## config.mk

```make
export PLATFORM = sky130hd
export DESIGN_NAME = tlu_cell
export DESIGN_NICKNAME = d
export VERILOG_FILES = /design/src/rtl/core/tlu_pkg.sv /design/src/rtl/core/tlu_cell.sv
export SDC_FILE = /design/constraint.sdc
export NUM_CORES = 1
export LEC_CHECK = 0
export BUFFER_PORTS_ARGS = -buffer_cell sky130_fd_sc_hd__buf_2
export CAP_MARGIN = 10
export CELL_PAD_IN_SITES_DETAIL_PLACEMENT = 1
export CELL_PAD_IN_SITES_GLOBAL_PLACEMENT = 2
export CORE_MARGIN = 1.5
export CORE_UTILIZATION = 35
export CTS_CLUSTER_DIAMETER = 50
export DETAILED_ROUTE_END_ITERATION = 8
export PLACE_DENSITY = 0.8
export SYNTH_ARGS = -nofsm -noshare
export SYNTH_HDL_FRONTEND = slang
export SYNTH_SLANG_ARGS = --single-unit
```

## constraint.sdc

```tcl
create_clock -name clk -period 3 [get_ports clk]
set_input_delay 0.45 -clock clk [delete_from_list [all_inputs] [get_ports clk]]
set_output_delay 0.45 -clock clk [all_outputs]
set_load 0.005 [all_outputs]
```

## src/rtl/core/tlu_pkg.sv

```systemverilog
`timescale 1ns / 1ps
`default_nettype none

package tlu_pkg;

    // Default geometry
    localparam int LATTICE_SITES_DEF = 128;
    localparam int COUNT_WIDTH_DEF   = 32;

    // Fixed field widths
    localparam int SITE_W      = 8;
    localparam int UNIFORM_W   = 16;
    localparam int PROB_W      = 17;
    localparam int INTERVAL_W  = 16;
    localparam int STEP_W      = 32;
    localparam int DENSITY_W   = 32;
    localparam int CFG_INDEX_W = 8;
    localparam int CFG_DATA_W  = 32;

    // Read-out mux: sites per first-level group
    localparam int READ_GROUP = 16;

    // Register values after reset
    localparam logic [PROB_W-1:0]     ENTRY_PROB_RST      = 17'd19661;
    localparam logic [PROB_W-1:0]     EXIT_PROB_RST       = 17'd58982;
    localparam logic [INTERVAL_W-1:0] SAMPLE_INTERVAL_RST = 16'd100;
    localparam logic [STEP_W-1:0]     WARMUP_STEPS_RST    = 32'd100000;

    typedef enum logic [1:0] {
        REQ_WRITE = 2'd0,
        REQ_STEP  = 2'd1,
        REQ_READ  = 2'd2
    } req_t;

    typedef enum logic [1:0] {
        ACT_NONE  = 2'd0,
        ACT_ENTRY = 2'd1,
        ACT_EXIT  = 2'd2,
        ACT_HOP   = 2'd3
    } action_t;

    typedef enum logic [CFG_INDEX_W-1:0] {
        CFG_ENTRY_PROB      = 8'd0,
        CFG_EXIT_PROB       = 8'd1,
        CFG_SAMPLE_INTERVAL = 8'd2,
        CFG_WARMUP_STEPS    = 8'd3
    } cfg_reg_t;

    typedef struct packed {
        logic [1:0]           req_type;
        logic [SITE_W-1:0]    site;
        logic                 occupancy;
        logic [UNIFORM_W-1:0] uniform;
    } tlu_in_t;

    typedef struct packed {
        logic [1:0]           action;
        logic                 sampled;
        logic                 occupied;
        logic [DENSITY_W-1:0] density_count;
    } tlu_out_t;

    // Broadcast to every cell, already qualified by the input handshake
    typedef struct packed {
        logic wr_en;
        logic wr_occ;
        logic step;
        logic sample;
    } tlu_cell_ctl_t;

endpackage

`default_nettype wire

```

## src/rtl/core/tlu_cell.sv

```systemverilog
`timescale 1ns / 1ps
`default_nettype none

// One lattice site: occupancy bit plus saturating density counter.
module tlu_cell
    import tlu_pkg::*;
#(
    parameter int COUNT_WIDTH = COUNT_WIDTH_DEF
)
(
    input  wire logic                   clk,
    input  wire logic                   rst_n,
    input  wire tlu_cell_ctl_t          ctl,
    input  wire logic                   sel_self,   // item names this site
    input  wire logic                   sel_left,   // item names left neighbor
    input  wire logic                   left_full,  // left neighbor can hand a particle
    input  wire logic                   right_free, // right neighbor can take a particle
    output logic                        occ,
    output logic [COUNT_WIDTH-1:0]      count,
    output logic                        move_out
);

    logic                   occ_reg;
    logic                   occ_next;
    logic [COUNT_WIDTH-1:0] count_reg;
    logic [COUNT_WIDTH-1:0] count_next;
    logic                   move_in;

    always_comb
    begin
        move_out = ctl.step & sel_self & occ_reg & right_free;
        move_in  = ctl.step & sel_left & left_full & ~occ_reg;

        occ_next = occ_reg;
        if (ctl.wr_en & sel_self)
        begin
            occ_next = ctl.wr_occ;
        end
        else if (move_out)
        begin
            occ_next = 1'b0;
        end
        else if (move_in)
        begin
            occ_next = 1'b1;
        end

        // sample sees the lattice after this step's move
        count_next = count_reg;
        if (ctl.sample & occ_next & (count_reg != '1))
        begin
            count_next = count_reg + 1'b1;
        end
    end

    always_ff @(posedge clk or negedge rst_n)
    begin
        if (!rst_n)
        begin
            occ_reg   <= 1'b0;
            count_reg <= '0;
        end
        else
        begin
            occ_reg   <= occ_next;
            count_reg <= count_next;
        end
    end

    assign occ   = occ_reg;
    assign count = count_reg;

endmodule

`default_nettype wire

```

==> metrics.cfg <==
[setup_path]
critPathKind = reg2reg
crit_path_end_kind = flop
start_kind = flop
cp_max_fo = 8
critPathRequiredTime_ns = 3.17
worstPathArrival_ns = 2.38

[timing]
tightest_slew_ns = 0.745
clock_skew_ns = 0.00803
fin_ws_ns = 0.790
finalCritPeriodShare = 0.737
fmax_mhz = 452
setup_violations = 0
tns_ns = 0
drv_slew = 0
whs_ns = 0.227
period_minus_slack_ns = 2.21
rsz0062_at_grt = no
relSlewSlack = 0.503
finalHoldViolations = 0

[drt]
wirelength_mm = 4.08
top_layer_used = met4
viasPerCell = 5.45
wl_met1_mm = 1.78
dr_wl_met2_mm = 2.10
postRouteAntennaNets = 0
post_drt_wl_per_cell_um = 16.2
drc = 0
dr_wl_met3_um = 132
drtIter0Drc = 43
first_pass_iters = 4
dr_total_vias = 1374

[cts]
h-tree-depth = 2
cts_resized = 0
cts-buffers-inserted = 5
cts_hold_buf = 0
cts_tree = done
post-cts-setup-buffer-count = 0
clk_latency_ns = 0.28
numClockSinks = 33
cts_root_buf = clkbuf_8
clockBufferDepth = 2
clk_pin_slew_ns = 0.07

[power]
ir_drop_mv = 0.417
p_per_area_mw_per_mm2 = 502
p_leak_nw = 0.961

[yosys]
async_reset_ff_frac = 1.00
synth_top_area_frac = 0.489
synth_seq_area_share = 0.489
ys_types = 34
yosys-top-cells-count = 33 x dfrtp_1, 27 x xnor2_1, 15 x nand2_1, 15 x nand4_1, 13 x nand3_1
synth_area_leaders = dfrtp_1 49%, xnor2_1 14%, nand4_1 5.6%, nand3_1 3.9%, nand2_1 3.3%
synth_flop_cell = dfrtp_1
avgSynthCellArea_um2 = 11.3
yosysTopAreaCell = dfrtp_1
synth-seq-cells = 33
synth_nets = 160
netlist_area_mm2 = 0.00169
ys_warn_count = 0
synth_edf_count = 0
synth_cells = 149
yosysMostFrequentCell = dfrtp_1

[layout]
drive_gt1_frac = 0.318
register_area_um2 = 826
final_cell_area_mm2 = 0.00204
syn2layout_area_growth_pct = 21.0
largest_reg_flops = 32
finalNetCount = 208
multiInputGateArea_um2 = 836
fillers = 526
final_cells = 252
n_antenna_cell = 0

[grt]
grt_start_max_net_pins = 34
gr-usage-all-layers = 0.171
grt_pass1_wl_mm = 6.84
grt_pass1_vias = 1412
antenna_found_initial = 0
grt.overflow.total = 0

[placement]
dp.cells = 244
place_hpwl_mm = 3.09
dpl_worst_slack_ns = 0.779
port_buffers = 43
post_dp_cell_area_mm2 = 0.00196
gp_congestion = 0.785

[floorplanning]
die_h_um = 72.5
io_pins = 44
die_x_um = 72.5
rows = 25
initial_core_util = 0.360
dieArea_mm2 = 0.00525
core-area_mm2 = 0.00469

[min_path]
hold_path.class = in2async

[status]
status = completed

[run]
drv_cap = 0

[stage by stage]
step | utilization | total power [mW]
3_5_place_dp | 0.418 | 0.710
3_3_place_gp | 0.418 | 0.702
5_1_grt | 0.435 | 1.08
6_report | 0.435 | 1.03
2_1_floorplan | - | 0.628
4_1_cts | 0.435 | 1.04
[final cells by class]
class	count	share of cell area
clock inverter	1	0.00367
sequential	33	0.404
multi-input combinational	112	0.409
tap	54	0.0331
timing repair buffer	45	0.113
clock buffer	7	0.0374
[power by group]
part / internal [mW] / switching [mW]
sequential: 0.484 / 0.0495
clock: 0.164 / 0.163
combinational: 0.0769 / 0.0878
[kinds of logic after synthesis]
logic type / after synthesis / share of synthesized area
muxes: 2 / 0.0156
and+or+nand+nor: 71 / 0.270
buffers and inverters: 4 / 0.0163
AOI/OAI and AO/OA: 8 / 0.0459
DFF: 33 / 0.489
xor gates and xnor gates: 30 / 0.156
adders and majority gates: 1 / 0.00741
[final timing paths]
path,start,to,slack (ns),depth (start not counted)
hold / removal,rst_n,occ,0.23,1
setup reg to reg,count[0],count[28],0.79,6
hold reg to reg,count[18],count[18],0.49,1
min in group clk,ctl[2],occ,0.44,2
setup / recovery,count[0],count[28],0.79,6
max in group asynchronous,rst_n,count[29],2.30,1
[routing by layer]
metal,up-vias,GRT usage
li1,647,-
met1,688,0.208
met2,32,0.289
met3,7,0.0472
met4,0,0.0629
met5,-,0
[worst max-delay path, cell delays in order (launching register included)]
cell and delay [ns]:
dfrtp_1 0.40, ha_1 0.25, nand2_1 0.11, nor3_2 0.51
nor4b_4 0.37, nand3_1 0.14, mux2_4 0.31
[placed cells by master, fill, tap and decap left out, types with 2 or more instances in the layout]
cell type / Yosys / final
xor2_1: 3 / 3
nor4_1: 3 / 3
buf_2: 1 / 43
nor2_1: 3 / 3
dfrtp_1: 33 / 33
and4_1: 3 / 3
and3_1: 7 / 7
clkbuf_8: 0 / 5
xnor2_1: 27 / 27
nand2_1: 15 / 15
clkbuf_1: 1 / 2
a31oi_1: 2 / 2
nand4b_1: 2 / 2
nor3_1: 2 / 2
nand4_1: 15 / 15
nand3_1: 13 / 13
buf_4: 1 / 2
Power figures use the tool's default switching activity.
