<file path="config.mk">
export PLATFORM = sky130hd
export DESIGN_NAME = tlu_mod_unit
export DESIGN_NICKNAME = d
export VERILOG_FILES = /design/src/rtl/core/tlu_pkg.sv /design/src/rtl/core/tlu_mod_unit.sv
export SDC_FILE = /design/constraint.sdc
export NUM_CORES = 1
export LEC_CHECK = 0
export ABC_AREA = 1
export BUFFER_PORTS_ARGS = -buffer_cell sky130_fd_sc_hd__buf_4
export CORE_MARGIN = 5
export CORE_UTILIZATION = 41
export CTS_CLUSTER_DIAMETER = 60
export DETAILED_ROUTE_END_ITERATION = 10
export GPL_TIMING_DRIVEN = 0
export MAX_ROUTING_LAYER = met4
export SYNTH_ARGS = -nofsm -noshare
export SYNTH_HDL_FRONTEND = slang
export SYNTH_SLANG_ARGS = --single-unit
</file>
<file path="constraint.sdc">
create_clock -name clk -period 4.2 [get_ports clk]
set_clock_uncertainty 0.15 [all_clocks]
set_input_delay 0.84 -clock clk [delete_from_list [all_inputs] [get_ports clk]]
set_output_delay 0.84 -clock clk [all_outputs]
set_load 0.05 [all_outputs]
</file>
<file path="src/rtl/core/tlu_pkg.sv">
`timescale 1ns / 1ps
`default_nettype none

package tlu_pkg;

    // Default geometry
    localparam int LATTICE_SITES_DEF = 128;
    localparam int COUNT_WIDTH_DEF   = 32;

    // Fixed field widths
    localparam int SITE_W      = 8;
    localparam int UNIFORM_W   = 16;
    localparam int PROB_W      = 17;
    localparam int INTERVAL_W  = 16;
    localparam int STEP_W      = 32;
    localparam int DENSITY_W   = 32;
    localparam int CFG_INDEX_W = 8;
    localparam int CFG_DATA_W  = 32;

    // Read-out mux: sites per first-level group
    localparam int READ_GROUP = 16;

    // Register values after reset
    localparam logic [PROB_W-1:0]     ENTRY_PROB_RST      = 17'd19661;
    localparam logic [PROB_W-1:0]     EXIT_PROB_RST       = 17'd58982;
    localparam logic [INTERVAL_W-1:0] SAMPLE_INTERVAL_RST = 16'd100;
    localparam logic [STEP_W-1:0]     WARMUP_STEPS_RST    = 32'd100000;

    typedef enum logic [1:0] {
        REQ_WRITE = 2'd0,
        REQ_STEP  = 2'd1,
        REQ_READ  = 2'd2
    } req_t;

    typedef enum logic [1:0] {
        ACT_NONE  = 2'd0,
        ACT_ENTRY = 2'd1,
        ACT_EXIT  = 2'd2,
        ACT_HOP   = 2'd3
    } action_t;

    typedef enum logic [CFG_INDEX_W-1:0] {
        CFG_ENTRY_PROB      = 8'd0,
        CFG_EXIT_PROB       = 8'd1,
        CFG_SAMPLE_INTERVAL = 8'd2,
        CFG_WARMUP_STEPS    = 8'd3
    } cfg_reg_t;

    typedef struct packed {
        logic [1:0]           req_type;
        logic [SITE_W-1:0]    site;
        logic                 occupancy;
        logic [UNIFORM_W-1:0] uniform;
    } tlu_in_t;

    typedef struct packed {
        logic [1:0]           action;
        logic                 sampled;
        logic                 occupied;
        logic [DENSITY_W-1:0] density_count;
    } tlu_out_t;

    // Broadcast to every cell, already qualified by the input handshake
    typedef struct packed {
        logic wr_en;
        logic wr_occ;
        logic step;
        logic sample;
    } tlu_cell_ctl_t;

endpackage

`default_nettype wire

</file>
<file path="src/rtl/core/tlu_mod_unit.sv">
`timescale 1ns / 1ps
`default_nettype none

// Bit-serial restoring remainder: dividend % divisor, one dividend bit per cycle.
module tlu_mod_unit
    import tlu_pkg::*;
(
    input  wire logic                  clk,
    input  wire logic                  rst_n,
    input  wire logic                  start,
    input  wire logic [STEP_W-1:0]     dividend,
    input  wire logic [INTERVAL_W-1:0] divisor,
    output logic                       busy,
    output logic                       fin,
    output logic [INTERVAL_W-1:0]      rem
);

    localparam int IDX_W = $clog2(STEP_W);

    logic                  busy_reg;
    logic [IDX_W-1:0]      idx_reg;
    logic [INTERVAL_W-1:0] rem_reg;
    logic [INTERVAL_W-1:0] rem_next;
    logic [INTERVAL_W:0]   shifted;

    always_comb
    begin
        shifted = {rem_reg, dividend[idx_reg]};
        if (shifted >= {1'b0, divisor})
        begin
            rem_next = INTERVAL_W'(shifted - {1'b0, divisor});
        end
        else
        begin
            rem_next = shifted[INTERVAL_W-1:0];
        end
        fin = busy_reg & (idx_reg == '0);
    end

    always_ff @(posedge clk or negedge rst_n)
    begin
        if (!rst_n)
        begin
            busy_reg <= 1'b0;
            idx_reg  <= '0;
            rem_reg  <= '0;
        end
        else if (start)
        begin
            busy_reg <= 1'b1;
            idx_reg  <= '1;
            rem_reg  <= '0;
        end
        else if (busy_reg)
        begin
            rem_reg <= rem_next;
            idx_reg <= idx_reg - 1'b1;
            if (fin)
            begin
                busy_reg <= 1'b0;
            end
        end
    end

    assign busy = busy_reg;
    assign rem  = rem_next;

endmodule

`default_nettype wire

</file>
==> run metrics <==
Syn Inst Count=468; Chip Height=90.7 µm; Buffers on Ports=67; n_diodes=0; synth-to-layout area growth=30.2%; Max VDD drop=~0.0005 V; drt wl/cell=between 10 and 15 µm; initial antenna violation count=0; Post-DRT Antenna Nets=0; Setup CP Type=input pin to output pin; Final min period=4040 ps; routed vias=around 3,000; Core ar.=0.00635 mm²; vias in the first global route=~2,700; overall die area=0.00823 mm²; Nets=617; Seq cells post-synth=22; number of buffers created by CTS=3; synthesized cell area=0.00267 mm²; status=complete, no violations; total gr overflow=0; CTS max path bufs=2; Final Hold Viols=0; Max Fclk=248 MHz; Leak=around 2.1 nW; period utilisation layout=a little over nine tenths; Die X=90.7 µm; Initial Util=a little over two fifths; Num Clock Sinks=22; number of remaining DRC errors=0; drt first pass iters=4; share of cells above drive strength 1=roughly a fifth; global-route usage over all layers=19.8%; Required @ worst endpoint=3210 ps; H-tree Lvls=1; critical path startpoint category=input pin; largest net degree at the start of global routing=23; library cells used by synthesis=28; synthesized area per cell=around 5.7 µm²; initial drt markers=98; Max Slew Vio Count=0; GPL Wtd Cong=0.904; Vias/cell=4.69; first-pass GRT wire length=around 13,000 µm; io pins=69; HPWL after DPL=6440 µm; RSZ-0062 raised after global routing=no; Final Routed Wirelength=7990 µm; Setup violations, final=0; CTS tree=built; power after layout=~2.5 mW; Worst Setup End Kind=output pin; YS warnings=0; sequential share of the synthesized area=20.6%; R2R Setup Slk=between 1000 and 1500 ps; Post-Syn Nets=539; final core occ=between 50% and 60%; power per cell area=approximately 700 mW/mm²; root buf cell=clkbuf_8; Slew headroom=60.1%; worst skew pair latency=280 ps; row cnt=29; CP arrival=3050 ps; Hold WC Path Type=input pin to async pin; worst-path fanout max=3; Worst Tran Pin Value=approximately 600 ps; max reg flops=16; Max Cap Viol=0; clock slew at reported path FFs=110 ps
[synth_stat cells]
library cell  instances  area, µm²
nand2_4               2       22.5
dfrtp_1              22        551
ha_1                 19        238
a21oi_1              11       55.1
or2_2                 1       6.26
nand3b_1              2       15.0
nor3_1                3       15.0
and2_1                9       56.3
nand3_1              53        265
clkbuf_1              4       15.0
inv_1                83        312
nand2_1             188        706
inv_2                 2       7.51
nand4_1               3       18.8
nor2_4                2       22.5
nor2_1               27        101
nand2_2              11       68.8
clkinv_1              1       3.75
o211ai_1              1       7.51
nor2_2                1       6.26
xnor2_1               1       8.76
buf_6                 2       22.5
nand3_2               2       20.0
xor2_1                6       52.6
or2_1                 1       6.26
buf_2                 4       20.0
fa_1                  1       20.0
o21ai_0               6       30.0
[worst paths after layout]
path,from,cells after the start,end
setup / recovery,dividend[24],19,rem[8]
min in group clk,idx_reg[4],1,idx_reg[4]
setup reg to reg,idx_reg[0],20,rem_reg[8]
max in group asynchronous,rst_n,1,idx_reg[4]
hold reg to reg,idx_reg[4],1,idx_reg[4]
hold / removal,rst_n,1,rem_reg[10]
[cells by family (layout without fill, tap and decap cells)]
family	Yosys count	after routing	synth area share, %
simple gates	305	305	49.8
xor+xnor	7	7	2.29
flops	22	22	20.6
buf+inv	96	173	14.2
fa+ha+maj	20	20	9.64
compound gates	18	18	3.46
[cell usage in the layout, fill, tap and decap left out, types with 6 or more instances in the layout]
cell     instances
buf_6            6
nor2_1          27
dfrtp_1         22
buf_4           70
and2_1           9
xor2_1           6
nand2_1        183
nand3_1         48
nand2_2         16
o21ai_0          6
a21oi_1         11
ha_1            19
nand3_2          6
inv_1           83
[stage by stage]
stage | setup slack (ps) | cell area, µm² | setup TNS (ps) | hold slack [ps] | cells
floorplan | 192 | 2670 | 0 | 325 | 468
global placement | -217 | 3270 | -406 | 346 | 612
detailed placement | -224 | 3270 | -405 | 346 | 612
CTS | 4.95 | 3390 | 0 | 308 | 618
global route | 5.02 | 3480 | 0 | 312 | 622
finish | 162 | 3480 | 0 | 293 | 622
[repair_timing]
| item | in CTS | in global routing |
|---|---|---|
| setup buffers | 2 | 4 |
| endpoints found under the setup margin | 9 | 12 |
| hold buffers | 0 | 0 |
| resized for setup | 11 | 17 |
| pin swaps | 1 | 5 |
[report_power, final]
group,switching (mW),internal [mW]
combinational,1.27,0.668
clock,0.0846,0.128
sequential,0.0670,0.278
[metal layers]
layer,part of all wire [%],track usage (%),vias up
met1,48,26.2,1263
met2,46,31.7,65
met3,4.6,3.08,10
met4,1.7,4.47,0
met5,0,-,-
li1,-,-,1577
[critical path, stage by stage]
cell and delay, ps:
buf_4 100, or2_2 260, nand3_1 90, nand3_2 80
nand3_2 70, nand2_1 60, nand2_2 80, ha_1 140
inv_1 50, fa_2 350, nand3_2 100, nand3_4 80
buf_4 150, nand3_1 60, nand2_1 60, xor2_1 130
nand2_1 110, nand2_2 90, buf_6 160
[final cells by class]
| cell class | count | area, µm² |
|---|---|---|
| well taps | 77 | 96.3 |
| clock inverters | 1 | 30.0 |
| plain buffers | 10 | 73.8 |
| flip-flops and latches | 22 | 551 |
| inverters | 86 | 328 |
| repair buffers | 73 | 571 |
| clock buffers | 3 | 41.3 |
| fillers | 667 | 2870 |
| multi-input cells | 350 | 1790 |
(Power assumes the default switching activity.)
